$ cat src/rtl/rbnh_pkg.sv
// rbnh_pkg: shared types and constants for the ray/box nearest-hit block.
// Holds register indexes, reset values and fixed-point constants.
// No dependencies.
package rbnh_pkg;

	localparam int REG_W      = 24;   // width of every configuration register
	localparam int APB_DW     = 32;
	localparam int APB_AW     = 5;    // six registers at byte addresses 0..20
	localparam int FRAC_BITS  = 8;    // origin is Q16.8, cube centre = c << 8
	localparam int HALF_UNIT  = 128;  // one half in Q.8, box face offset

	localparam int QUEUE_DEPTH = 4;
	localparam int QPTR_W      = 2;
	localparam int QCNT_W      = 3;

	typedef enum logic [2:0] {
		REG_ORIGIN_X    = 3'd0,
		REG_ORIGIN_Y    = 3'd1,
		REG_ORIGIN_Z    = 3'd2,
		REG_RECIP_DIR_X = 3'd3,
		REG_RECIP_DIR_Y = 3'd4,
		REG_RECIP_DIR_Z = 3'd5
	} reg_idx_t;

	localparam logic signed [REG_W-1:0] ORIGIN_RST  = 24'sd0;
	localparam logic signed [REG_W-1:0] RECIP_X_RST = 24'sd65536;
	localparam logic signed [REG_W-1:0] RECIP_Y_RST = 24'sd8388607;
	localparam logic signed [REG_W-1:0] RECIP_Z_RST = 24'sd8388607;

	// per-entry flags carried through the queue
	typedef struct packed {
		logic last;
		logic hit;
	} rbnh_flags_t;

endpackage

$ cat src/rtl/rbnh_queue.sv
// rbnh_queue: small first-in first-out buffer between front and back.
// Uses rbnh_pkg for depth constants.
module rbnh_queue #(
	parameter int WIDTH = 106
) (
	input  logic             clk,
	input  logic             arst_n,
	input  logic             push,
	input  logic [WIDTH-1:0] wdata,
	input  logic             pop,
	output logic [WIDTH-1:0] rdata,
	output logic             not_empty,
	output logic             full
);

	logic [WIDTH-1:0]              mem_q [rbnh_pkg::QUEUE_DEPTH];
	logic [rbnh_pkg::QPTR_W-1:0]   wptr_q, rptr_q;
	logic [rbnh_pkg::QCNT_W-1:0]   cnt_q;

	always_ff @(posedge clk) begin
		if (push) begin
			mem_q[wptr_q] <= wdata;
		end
	end

	always_ff @(posedge clk or negedge arst_n) begin
		if (!arst_n) begin
			wptr_q <= '0;
			rptr_q <= '0;
			cnt_q  <= '0;
		end else begin
			if (push) wptr_q <= wptr_q + 1'b1;
			if (pop)  rptr_q <= rptr_q + 1'b1;
			if (push && !pop)      cnt_q <= cnt_q + 1'b1;
			else if (!push && pop) cnt_q <= cnt_q - 1'b1;
		end
	end

	assign rdata     = mem_q[rptr_q];
	assign not_empty = (cnt_q != '0);
	assign full      = (cnt_q == rbnh_pkg::QCNT_W'(rbnh_pkg::QUEUE_DEPTH));

endmodule

$ cat config.mk
export PLATFORM = sky130hd
export DESIGN_NAME = rbnh_queue
export DESIGN_NICKNAME = d
export VERILOG_FILES = /design/src/rtl/rbnh_pkg.sv /design/src/rtl/rbnh_queue.sv
export SDC_FILE = /design/constraint.sdc
export NUM_CORES = 1
export LEC_CHECK = 0
export ABC_AREA = 1
export BUFFER_PORTS_ARGS = -buffer_cell sky130_fd_sc_hd__clkbuf_2
export CAP_MARGIN = 20
export CORE_MARGIN = 1
export CORE_UTILIZATION = 50
export DETAILED_ROUTE_END_ITERATION = 10
export PLACE_DENSITY = 0.7
export SLEW_MARGIN = 5
export SYNTH_ARGS = -nofsm -noshare
export SYNTH_HDL_FRONTEND = slang
export SYNTH_SLANG_ARGS = --single-unit
$ cat constraint.sdc
create_clock -name clk -period 3.7 [get_ports clk]
set_clock_uncertainty 0.1 [all_clocks]
set_input_delay 0 -clock clk [delete_from_list [all_inputs] [get_ports clk]]
set_output_delay 0 -clock clk [all_outputs]
set_load 0.01 [all_outputs]
=== Word-level counts from Yosys, hierarchy flattened ===
Memories as Yosys holds them, arrays and structs flattened.
Cells that the tools add are included.

* Register bits after elaboration: 7
* Bits in writable memories: 424
* Output and inout port bits: 108
* Word-level logic and storage cells: 19
* Memories kept: 1

* Add/sub/neg operators: 4
* Equal/unequal tests: 1
* Mux-type cells: 4
* Reduce and logical (&&, ||, !) cells: 6

{| class="wikitable"
|+ Memory list
! memory !! words !! width !! read ports !! clocked after memory_dff !! write ports !! line !! RTL
|-
| mem_q || 4 || 106 || 1 || 0 || 1 || rbnh_queue.sv:16 || <nowiki>logic [WIDTH-1:0] mem_q [rbnh_pkg::QUEUE_DEPTH];</nowiki>
|}

{| class="wikitable"
|+ Operator list
! operator !! number
|-
| 2-to-1 mux 3 bit || 2
|-
| adder 2 x 1 -> 2 bit, second input constant || 2
|-
| adder 3 x 1 -> 3 bit, second input constant || 1
|-
| == test 3 bit, second input constant || 1
|-
| nonzero test 3 bit || 1
|-
| subtractor 3 x 1 -> 3 bit, second input constant || 1
|-
| logical AND 1 bit || 2
|-
| zero test 1 bit || 2
|-
| 2-to-1 mux 1 bit || 2
|-
| nonzero test 2 bit || 1
|}

=== Depth between registers and ports, before layout ===
* Depth in word-level cells: 4
* Gate-level depth with buffers: 9

=== Worst setup path before layout ===
Ideal clock, no wire load.

* Path kind: register -> register
* Start point: reg wptr_q[0] (netlist bit)
* End point: mem mem_q[2][0] (enable)
* Setup time: 460 ps
* Arrival time: 2724 ps
* Data required time: 3140 ps
* Path slack: 416 ps
* Stages on the path, launching flop included: 5
* Cell sequence: dfrtp_1 inv_1 ha_1 nand2_1 inv_1

{| class="wikitable"
|+ RTL lines
! element !! line !! RTL
|-
| start, declared || rbnh_queue.sv:17 || <nowiki>logic [rbnh_pkg::QPTR_W-1:0] wptr_q, rptr_q;</nowiki>
|-
| start signal, assigned || rbnh_queue.sv:32 || <nowiki>if (push) wptr_q <= wptr_q + 1'b1;</nowiki>
|-
| end, declared || rbnh_queue.sv:16 ||
|}

Straight into the memory's write port.

=== Worst setup path in the final report ===
* Start point: reg rptr_q[1] (netlist bit)
* End point: out rdata[69]

* Longest elaborated chain between the ends: 1

{| class="wikitable"
|+ Ends and longest elaborated chain
! element !! line !! RTL
|-
| start, declared || rbnh_queue.sv:17 ||
|-
| start signal, assigned || rbnh_queue.sv:33 || <nowiki>if (pop) rptr_q <= rptr_q + 1'b1;</nowiki>
|-
| memory read (4 x 106 bit) || -- ||
|-
| end, declared || rbnh_queue.sv:11 || <nowiki>output logic [WIDTH-1:0] rdata,</nowiki>
|}

Every way passes these cells.

==> results.py <==
metrics = {
    "place": {
        "gp_congestion": 0.8082,
        "place_hpwl_um": 19530,
        "port_buffers": 217,
    },
    "status": {
        "status": "complete, no violations",
    },
    "sta": {
        "fin_tns_setup_ns": 0,
        "hold_viol": 0,
        "period_minus_slack_ns": 2.642,
        "hold_slack_ns": 0.1252,
        "setup_viol": 0,
        "relSlewSlack_pct": 37.22,
        "worst_pin_slew_ns": 0.9416,
        "max_freq_mhz": 378.6,
        "final_max_slew_viol_count": 0,
        "period_share_pct": 71.39,
        "grt_setup_unrepaired": "no",
    },
    "clocking": {
        "root_buffer": "clkbuf_16",
        "cts_buffers": 44,
        "h-tree-depth": 2,
        "cts_hold_buf": 110,
        "cts_tree": "built",
        "insertion_delay_ns": 0.53,
        "cts.sinks": 431,
        "clk_pin_slew_ns": 0.06,
        "ctsResizeCount": 0,
        "clock_path_buffers": 3,
        "post-cts-setup-buffers": 0,
    },
    "setup_path": {
        "worstPathArrival_ns": 2.54,
        "reg2reg_from": "wptr_q[0]$_DFFE_PN0P_",
        "worst_setup_path_end_kind": "primary output",
        "critPathLaunch": "rptr_q[1]$_DFFE_PN0P_",
        "path_class": "reg -> out",
        "critPathLaunchType": "register",
        "cp.required_ns": 3.60,
        "path_max_fanout": 73,
    },
    "power": {
        "irDropWorstVdd_v": 0.0007855,
        "p_leak_nw": 8.480,
        "power_density_mw_per_mm2": 760.9,
    },
    "die": {
        "die_y_um": 186.7,
        "rows": 67,
        "pin_count": 218,
        "die_width_um": 186.7,
        "core_mm2": 0.03353,
        "die-area_mm2": 0.03486,
        "start_util_pct": 50.87,
    },
    "hold_path": {
        "min_from": "wdata[9]",
        "hold_class": "in -> reg",
    },
    "route": {
        "drt-total-wl_um": 33310,
        "firstDrtPassIters": 5,
        "wl_per_cell_um": 15.96,
        "drt_iter0_drc": 700,
        "drcViolationCount": 0,
        "drtAntennaViolNets": 0,
        "viasPerCell": 4.981,
        "num_vias": 10400,
    },
    "yosys": {
        "syn-num-nets": 1401,
        "avgSynthCellArea_um2": 13.27,
        "yosysUniqueCellTypes": 19,
        "synth_area_mm2": 0.01706,
        "ys_ff_latch": 431,
        "ys_seq_area_share_pct": 75.67,
        "synthCells": 1285,
        "yosysWarnings": 0,
    },
    "cells_and_area": {
        "drive_above_1_share_pct": 18.27,
        "final_nets": 1721,
        "area_delta_synth_final_pct": 23.27,
    },
    "global_route": {
        "antenna_found_initial": 3,
        "gr-usage-all-layers_pct": 19.37,
        "grt_first_pass_wirelength_um": 53370,
        "overflow": 0,
        "grt_pass1_vias": 10410,
        "grt_max_degree": 107,
    },
    "run": {
        "max-cap-violations": 0,
    },
}
==> per-layer routing <==
metal | vias to the layer above | track usage [%] | routed length, um
met4 | 2 | 7.314 | 1093
met3 | 73 | 3.479 | 1395
met1 | 4964 | 25.44 | 14510
li1 | 5130 | - | -
met2 | 227 | 32.30 | 16290
met5 | - | 0 | 14
==> cells by family after synthesis <==
group	share of synthesized area, %
AO/OA/AOI/OAI	9.360
XOR/XNOR	0.2054
adder cells (fa/ha/maj)	0.4841
flip-flops	75.67
buffers and inverters	6.858
AND/OR/NAND/NOR	7.423
==> cell usage in the layout (no fill, tap or decap), drive strengths merged, types with 3 or more instances in the layout <==
| cell type | count |
|---|---|
| buf | 18 |
| inv | 226 |
| dfrtp | 7 |
| dlygate4sd3 | 110 |
| clkbuf | 275 |
| xor2 | 3 |
| nand2 | 332 |
| ha | 5 |
| clkinv | 16 |
| edfxtp | 424 |
| o211ai | 212 |
==> synthesized netlist by cell type, drive strengths merged <==
library cell | number | area (um2)
nand3 | 1 | 5.000
clkbuf | 25 | 93.84
xor2 | 3 | 26.28
buf | 46 | 235.2
nor2 | 1 | 3.750
nor3 | 1 | 5.000
dfrtp | 7 | 175.2
nand2 | 332 | 1246
nand4 | 1 | 6.260
inv | 224 | 840.8
ha | 5 | 62.56
fa | 1 | 20.02
o211ai | 212 | 1592
xnor2 | 1 | 8.760
o21ai | 1 | 5.000
edfxtp | 424 | 12730
==> report_power, final <==
group          internal, W  leakage (nW)  switching (W)  total (W)
combinational      0.00181          3.87        0.00347    0.00528
sequential         0.00639          3.98       0.000340    0.00673
clock              0.00230         0.637        0.00170    0.00400
total               0.0105          8.48        0.00550     0.0160
==> worst max-delay path, cell delays in order, from the launching register on <==
cell      delay (ns)
dfrtp_4         0.55
inv_4           0.71
buf_4           0.37
o211ai_1        0.13
nand2_1         0.09
clkbuf_2        0.14
==> layout make-up <==
class / instances / area [um2]
Clock buffer: 58 / 1175
Inverter: 224 / 853.3
Antenna cell: 2 / 5.005
Sequential cell: 431 / 12910
Fill cell: 2457 / 12500
Multi-Input combinational cell: 559 / 2980
Timing Repair Buffer: 345 / 2410
Clock inverter: 20 / 128.9
Tap cell: 448 / 560.5
==> per-stage QoR <==
step	cell area [um2]	utilization [%]	setup slack (ns)	std cells	power (W)
floorplan	17060	-	0.4164	1285	0.01014
global placement	18620	55.52	1.629	1897	0.01195
detailed placement	18620	55.52	1.591	1897	0.01208
CTS	21020	62.69	1.022	2085	0.01617
global route	21030	62.71	0.8825	2087	0.01697
finish	21030	62.71	1.058	2087	0.01600
==> sequential cells by signal (all words and copies together) (netlist names) <==
register  cells
cnt_q         3
mem_q       424
rptr_q        2
wptr_q        2
==> worst paths after layout <==
check | endpoint | slack (ns) | cells past startpoint
hold reg to reg | cnt_q[2]$_DFFE_PN0P_ | 0.38 | 2
setup / recovery | rdata[69] | 1.06 | 5
max in group asynchronous | rptr_q[0]$_DFFE_PN0P_ | 2.89 | 3
hold / removal | mem_q[0][9]$_DFFE_PP_ | 0.13 | 2
min in group asynchronous | cnt_q[2]$_DFFE_PN0P_ | 0.32 | 3
setup reg to reg | mem_q[2][52]$_DFFE_PP_ | 1.63 | 5
Power figures use the tool's default switching activity.
