===== config.mk =====
export PLATFORM = sky130hd
export DESIGN_NAME = rbnh_back
export DESIGN_NICKNAME = d
export VERILOG_FILES = /design/src/rtl/rbnh_pkg.sv /design/src/rtl/rbnh_back.sv
export SDC_FILE = /design/constraint.sdc
export NUM_CORES = 1
export LEC_CHECK = 0
export BUFFER_PORTS_ARGS = -buffer_cell sky130_fd_sc_hd__buf_2
export CAP_MARGIN = 20
export CORE_MARGIN = 2
export CORE_UTILIZATION = 61
export DETAILED_ROUTE_END_ITERATION = 8
export PLACE_DENSITY = 0.85
export SYNTH_ARGS = -nofsm -noshare
export SYNTH_HDL_FRONTEND = slang
export SYNTH_SLANG_ARGS = --single-unit
export TNS_END_PERCENT = 10

===== constraint.sdc =====
create_clock -name clk -period 7.3 [get_ports clk]
set_input_delay 0.73 -clock clk [delete_from_list [all_inputs] [get_ports clk]]
set_output_delay 0.73 -clock clk [all_outputs]
set_load 0.03 [all_outputs]

===== src/rtl/rbnh_pkg.sv =====
// rbnh_pkg: shared types and constants for the ray/box nearest-hit block.
// Holds register indexes, reset values and fixed-point constants.
// No dependencies.
package rbnh_pkg;

	localparam int REG_W      = 24;   // width of every configuration register
	localparam int APB_DW     = 32;
	localparam int APB_AW     = 5;    // six registers at byte addresses 0..20
	localparam int FRAC_BITS  = 8;    // origin is Q16.8, cube centre = c << 8
	localparam int HALF_UNIT  = 128;  // one half in Q.8, box face offset

	localparam int QUEUE_DEPTH = 4;
	localparam int QPTR_W      = 2;
	localparam int QCNT_W      = 3;

	typedef enum logic [2:0] {
		REG_ORIGIN_X    = 3'd0,
		REG_ORIGIN_Y    = 3'd1,
		REG_ORIGIN_Z    = 3'd2,
		REG_RECIP_DIR_X = 3'd3,
		REG_RECIP_DIR_Y = 3'd4,
		REG_RECIP_DIR_Z = 3'd5
	} reg_idx_t;

	localparam logic signed [REG_W-1:0] ORIGIN_RST  = 24'sd0;
	localparam logic signed [REG_W-1:0] RECIP_X_RST = 24'sd65536;
	localparam logic signed [REG_W-1:0] RECIP_Y_RST = 24'sd8388607;
	localparam logic signed [REG_W-1:0] RECIP_Z_RST = 24'sd8388607;

	// per-entry flags carried through the queue
	typedef struct packed {
		logic last;
		logic hit;
	} rbnh_flags_t;

endpackage


===== src/rtl/rbnh_back.sv =====
// rbnh_back: running nearest-hit keeper and result output register.
// Uses rbnh_pkg; pops rbnh_queue and drives the master stream.
module rbnh_back #(
	parameter int CW   = 16,
	parameter int DSTW = 54
) (
	input  logic                  clk,
	input  logic                  arst_n,
	input  logic                  q_valid,
	input  logic [DSTW-1:0]       q_dist,
	input  logic [3*CW-1:0]       q_cube,
	input  rbnh_pkg::rbnh_flags_t q_flags,
	output logic                  q_pop,
	output logic                  res_valid,
	input  logic                  res_ready,
	output logic [3*CW-1:0]       res_cube,
	output logic                  res_hit,
	output logic                  res_changed
);

	logic [DSTW-1:0] best_dist_q;
	logic [3*CW-1:0] best_cube_q, prev_cube_q;
	logic            has_hit_q, prev_hit_q;

	logic            closer, nxt_has;
	logic [3*CW-1:0] nxt_cube;
	logic            out_free;

	assign out_free = !res_valid || res_ready;
	assign q_pop    = q_valid && (!q_flags.last || out_free);

	// first hit of a run always wins; later ones only if strictly nearer
	assign closer   = q_flags.hit && (!has_hit_q || (q_dist < best_dist_q));
	assign nxt_has  = has_hit_q || closer;
	assign nxt_cube = closer ? q_cube : best_cube_q;

	always_ff @(posedge clk or negedge arst_n) begin
		if (!arst_n) begin
			best_dist_q <= '1;
			best_cube_q <= '0;
			has_hit_q   <= 1'b0;
			prev_cube_q <= '0;
			prev_hit_q  <= 1'b0;
			res_valid   <= 1'b0;
		end else begin
			if (q_pop && q_flags.last) begin
				res_valid <= 1'b1;
			end else if (res_valid && res_ready) begin
				res_valid <= 1'b0;
			end
			if (q_pop) begin
				if (q_flags.last) begin
					prev_hit_q  <= nxt_has;
					prev_cube_q <= nxt_cube;
					best_dist_q <= '1;
					best_cube_q <= '0;
					has_hit_q   <= 1'b0;
				end else if (closer) begin
					best_dist_q <= q_dist;
					best_cube_q <= q_cube;
					has_hit_q   <= 1'b1;
				end
			end
		end
	end

	always_ff @(posedge clk) begin
		if (q_pop && q_flags.last) begin
			res_cube    <= nxt_cube;
			res_hit     <= nxt_has;
			res_changed <= (nxt_has != prev_hit_q) ||
			               (nxt_has && prev_hit_q && (nxt_cube != prev_cube_q));
		end
	end

endmodule


# Word level (Yosys, flattened, before mapping)
# Cells that the tools add are included.
totals:
  input_bits: 108
  regBits: 203
  word_cells: 38
classes:
  magnitude_cmp: 1
  n_mux: 8
  n_eq_ne: 2
  reduce_logical: 18
ops:
  columns: ["cell", "count"]
  rows:
  - ["two-way mux 54 bit", 2]
  - ["two-way mux 48 bit", 2]
  - ["less-than comparator 54 bit", 1]
  - ["!= test 48 bit", 1]
  - ["logical AND 1 bit", 6]
  - ["logical OR 1 bit", 5]
  - ["two-way mux 1 bit", 4]
  - ["AND reduction 2 bit", 2]
  - ["nonzero test 2 bit", 2]
  - ["zero test 1 bit", 3]
  - ["!= test 1 bit", 1]

# Logic depth before layout (Yosys ltp)
logic_depth:
  depth_word: 7
  depth_mapped: 14
  depth_no_buf: 13

# Least setup slack after synthesis
# Ideal clock, no wire load.
synth_timing:
  path_kind: "input to register"
  from: "input q_dist[20]"
  to: "register res_changed, data pin"
  arrival_time_ps: 3067
  cell_stages: 12
  path_buffers: 1
  slack_ps: 3956
  cell_sequence: "ha_1 -> nand4_1 -> nor4_2 -> a22o_1 -> a2111oi_2 -> a211o_1 -> nand2_1 -> buf_2 -> mux2i_1 -> o22ai_1 -> nor4_1 -> a41oi_1"
synth_via:
  elab_chain_cells: 7
  elab_cells_between_ends: 10
  classes_between: "1 x order compare; 2 x eq/ne; 1 x mux; 6 x reduce/logical"
synth_rtl:
  columns: ["element", "line", "text"]
  rows:
  - ["from (decl)", "rbnh_back.sv:10", "input logic [DSTW-1:0] q_dist,"]
  - ["less-than comparator 54 bit (*)", "rbnh_back.sv:33", "assign closer = q_flags.hit && (!has_hit_q || (q_dist < best_dist_q));"]
  - ["logical OR 1 bit (*)", "rbnh_back.sv:33", null]
  - ["logical AND 1 bit (*)", "rbnh_back.sv:33", null]
  - ["two-way mux 48 bit / logical OR 1 bit (equally long branches)", null, null]
  - ["!= test 48 bit / logical AND 1 bit (equally long branches)", "rbnh_back.sv:72", "(nxt_has && prev_hit_q && (nxt_cube != prev_cube_q));"]
  - ["logical AND 1 bit", "rbnh_back.sv:72", null]
  - ["logical OR 1 bit (*)", "rbnh_back.sv:71", "res_changed <= (nxt_has != prev_hit_q) ||"]
  - ["to (signal assigned)", "rbnh_back.sv:71", null]
  - ["to (decl)", "rbnh_back.sv:18", "output logic res_changed"]
# Mark *: on every way between the ends. The rest lies on a longest branch, timed or not.
# A chain may end at the register's enable or synchronous reset.

# Worst setup path after layout
layout_timing:
  from: "register res_valid"
  to: "register prev_cube_q[31]"
layout_via:
  elab_chain_cells: 5
layout_rtl:
  columns: ["element", "line", "text"]
  rows:
  - ["from (decl)", "rbnh_back.sv:14", "output logic res_valid,"]
  - ["from (signal assigned)", "rbnh_back.sv:44", "res_valid <= 1'b0;"]
  - ["from (signal assigned)", "rbnh_back.sv:47", "res_valid <= 1'b1;"]
  - ["from (signal assigned)", "rbnh_back.sv:49", "res_valid <= 1'b0;"]
  - ["zero test 1 bit", "rbnh_back.sv:29", "assign out_free = !res_valid || res_ready;"]
  - ["logical OR 1 bit", "rbnh_back.sv:29", null]
  - ["logical OR 1 bit", "rbnh_back.sv:30", "assign q_pop = q_valid && (!q_flags.last || out_free);"]
  - ["logical AND 1 bit", "rbnh_back.sv:30", null]
  - ["AND reduction 2 bit (no line)", null, null]
  - ["to (signal assigned)", "rbnh_back.sv:54", "prev_cube_q <= nxt_cube;"]
  - ["to (decl)", "rbnh_back.sv:22", "logic [3*CW-1:0] best_cube_q, prev_cube_q;"]
# Every way passes these cells.

==> run_results.csv <==
group,metric,value,unit
pwr,power,3.419,mW
placement,place_inst,1203,
grt,grt_max_degree,92,
route,wl,24170,µm
floorplanning,ios,160,
synth,synthArstFlopShare,75.37,%
timing,setup_viol,0,
route,vias_per_cell,5.900,
status,status,"complete, no violations",
synth,ys_seq_elements,203,
synth,synthTopCellsByArea,"dfrtp_1 25%, edfxtp_1 15%, dfstp_2 14%, ha_1 6.8%, mux2_2 6.5%",
setup_path,cp-start-kind,"flop",
layout,design_area,0.01176,mm²
route,wl_per_cell,19.43,µm
layout,synthToLayoutAreaGrowth,17.88,%
cts,cts_resized,0,
timing,hold_viol_final,0,
pwr,netSwitchingPower,1.039,mW
synth,synth_most_common_cell,"inv_1",
grt,antenna_found_initial,1,
pwr,intPower,2.380,mW
route,routed-via-count,7339,
cts,htreeDepth,1,
layout,fin_cells,1244,
synth,netlist_area,0.009973,mm²
cts,clock_path_buffers,3,
cts,cts_root_buf,"clkbuf_16",
synth,synth_cell_types,47,
timing,fin_crit_sh,61.68,%
synth,synth.avg_cell_area,11.71,µm²
floorplanning,die_w,131.9,µm
route,drtIter0Drc,544,
flow_run,drv_cap,0,
cts,cts.sinks,203,
pwr,p_sw_share,30.39,%
timing,grt_setup_unrepaired,"false",
floorplanning,start_util,62.56,%
cts,cts_hold_repair.buffers,0,
route,drc_errors,0,
setup_path,reg2reg_slack,2800,ps
pwr,p_per_area,290.9,mW/mm²
synth,yosysTopAreaCellShare,24.84,%
route,drt_pass1_iterations,7,
cts,clkTransAtPathRegs,60,ps
floorplanning,core,0.01594,mm²
layout,drive_gt1_share,31.84,%
setup_path,cp-end-kind,"flop",
pwr,power_frac_clock,33.1,%
cts,cts_inserted_buffers,22,
route,final_antenna_net_count,0,
timing,worst_pin_slew,964.3,ps
cts,post_cts_buffers,0,
synth,synth_top_area_cell,"dfrtp_1",
worst_hold_path,hp-class,"input pin to async pin",
timing,slew_headroom,35.56,%
grt,overflow,0,
timing,finalCriticalPeriod,4502,ps
synth,yosys_warnings,0,
placement,gp_congestion,0.9289,
timing,slew_violations,0,
floorplanning,die-area,0.01739,mm²
placement,post_dp_cell_area,0.01099,mm²
floorplanning,die_h,131.9,µm
pwr,ir_drop,0.2111,mV
placement,numPortBuffers,159,
synth,synth-edff-count,50,
layout,nNetsFinal,1173,
timing,clock-skew-final,8.679,ps
cts,cts_tree,"built",
synth,syn-num-nets,1014,
placement,hpwl,16660,µm
synth,syn_inst,852,
grt,grt_pass1_vias,7547,
setup_path,setup.worst_path.class,"flop to flop",
pwr,combPwrFrac,22.6,%
synth,yosysSeqAreaShare,54.12,%
setup_path,cp.arrival,4880,ps
setup_path,critPathMaxFanout,53,
timing,fmax,0.2221,GHz
grt,grt_usage,27.67,%
pwr,p_seq_share,44.3,%
floorplanning,num_rows,46,
synth,synthTopCellsByCount,"108 x inv_1, 99 x dfrtp_1, 58 x mux2_2, 56 x nand2_1",
grt,grt_pass1_wl,38830,µm
cts,clkLatencyLatePin,500,ps
pwr,leakagePower,5.574,nW
synth,ys.flop_type,"dfrtp_1",
setup_path,critical_path_required,7680,ps
timing,fin_tns_setup,0,ps
==> area by class of cell <==
type                       instances  area [µm²]
timing repair buffer             167       874.6
clock buffer                      30       684.4
fill                            1077        4187
inverter                         109       410.4
clock inverter                    10       77.57
antenna                            1       2.502
tap                              216       270.3
multi-input combinational        508        4039
sequential                       203        5398
==> sequential cells by signal, summed over array words and instances (netlist names) <==
register	count
best_dist_q	54
prev_cube_q	48
res_hit	1
has_hit_q	1
res_cube	48
prev_hit_q	1
res_valid	1
best_cube_q	48
res_changed	1
==> stage by stage <==
| step | setup WS (ps) | util, % | hold slack (ps) |
|---|---|---|---|
| after floorplan | 3956 | - | 434.4 |
| after global placement | 2588 | 68.82 | 470.1 |
| after detailed placement | 2406 | 68.95 | 479.5 |
| after CTS | 2859 | 73.72 | 344.2 |
| after global routing | 2439 | 73.72 | 392.5 |
| final | 2798 | 73.74 | 277.5 |
==> power by group through the flow <==
| stage | Sequential [mW] | Combinational [mW] | Clock, mW |
|---|---|---|---|
| 2_1_floorplan | 1.54 | 0.497 | 0 |
| 3_3_place_gp | 1.52 | 0.733 | 0 |
| 3_5_place_dp | 1.53 | 0.757 | 0 |
| 4_1_cts | 1.51 | 0.770 | 1.15 |
| 5_1_grt | 1.53 | 0.846 | 1.19 |
| 6_report | 1.51 | 0.773 | 1.13 |
==> logic make-up (layout without fill, tap and decap cells) <==
logic type	count (synthesis)	count (layout)	share of synthesized area, %
flip-flops	203	203	54.12
adder cells (fa/ha/maj)	54	54	6.775
multiplexers	71	71	7.853
XOR/XNOR	54	54	4.742
buffers and inverters	141	316	5.558
AND/OR/NAND/NOR	118	118	5.721
AO/OA/AOI/OAI	211	211	15.23
other	0	1	0
==> layer usage <==
metal	track usage, %	vias up	routed length [µm]	part of all wire, %
met5	0	-	0	0
met4	8.273	0	713	3.0
met3	4.652	64	1794	7.4
met2	46.18	297	11680	48
met1	37.49	3574	9979	41
li1	-	3404	-	-
==> final timing paths <==
path	startpoint	endpoint	depth (start not counted)
max in group asynchronous	arst_n	best_cube_q[5]	2
worst max-delay path	res_valid	prev_cube_q[31]	9
worst min register to register	prev_cube_q[13]	prev_cube_q[13]	2
worst min-delay path	arst_n	best_cube_q[31]	1
min in group clk	q_dist[0]	best_dist_q[0]	2
worst max register to register	res_valid	prev_cube_q[31]	9
==> layout by cell type, fill, tap and decap left out, types with 17 or more instances in the layout <==
| cell type | n |
|---|---|
| a21oi_1 | 25 |
| a22o_1 | 34 |
| buf_2 | 158 |
| clkbuf_16 | 25 |
| dfrtp_1 | 99 |
| dfstp_2 | 54 |
| edfxtp_1 | 50 |
| ha_1 | 54 |
| inv_1 | 108 |
| mux2_2 | 58 |
| nand2_1 | 55 |
| nand4_1 | 17 |
| o21ai_0 | 44 |
| o22a_1 | 54 |
| o22ai_1 | 26 |
| xnor2_1 | 34 |
| xor2_1 | 20 |
==> worst max-delay path, cell delays in order, from the launching register on <==
cell      delay [ps]
dfrtp_1          340
nor2b_1          200
nand2_1           70
nand2_1           70
buf_4            440
inv_1            420
nand2_1          830
clkinv_2        1040
buf_4            610
mux2_2           330
(Power assumes the default switching activity.)
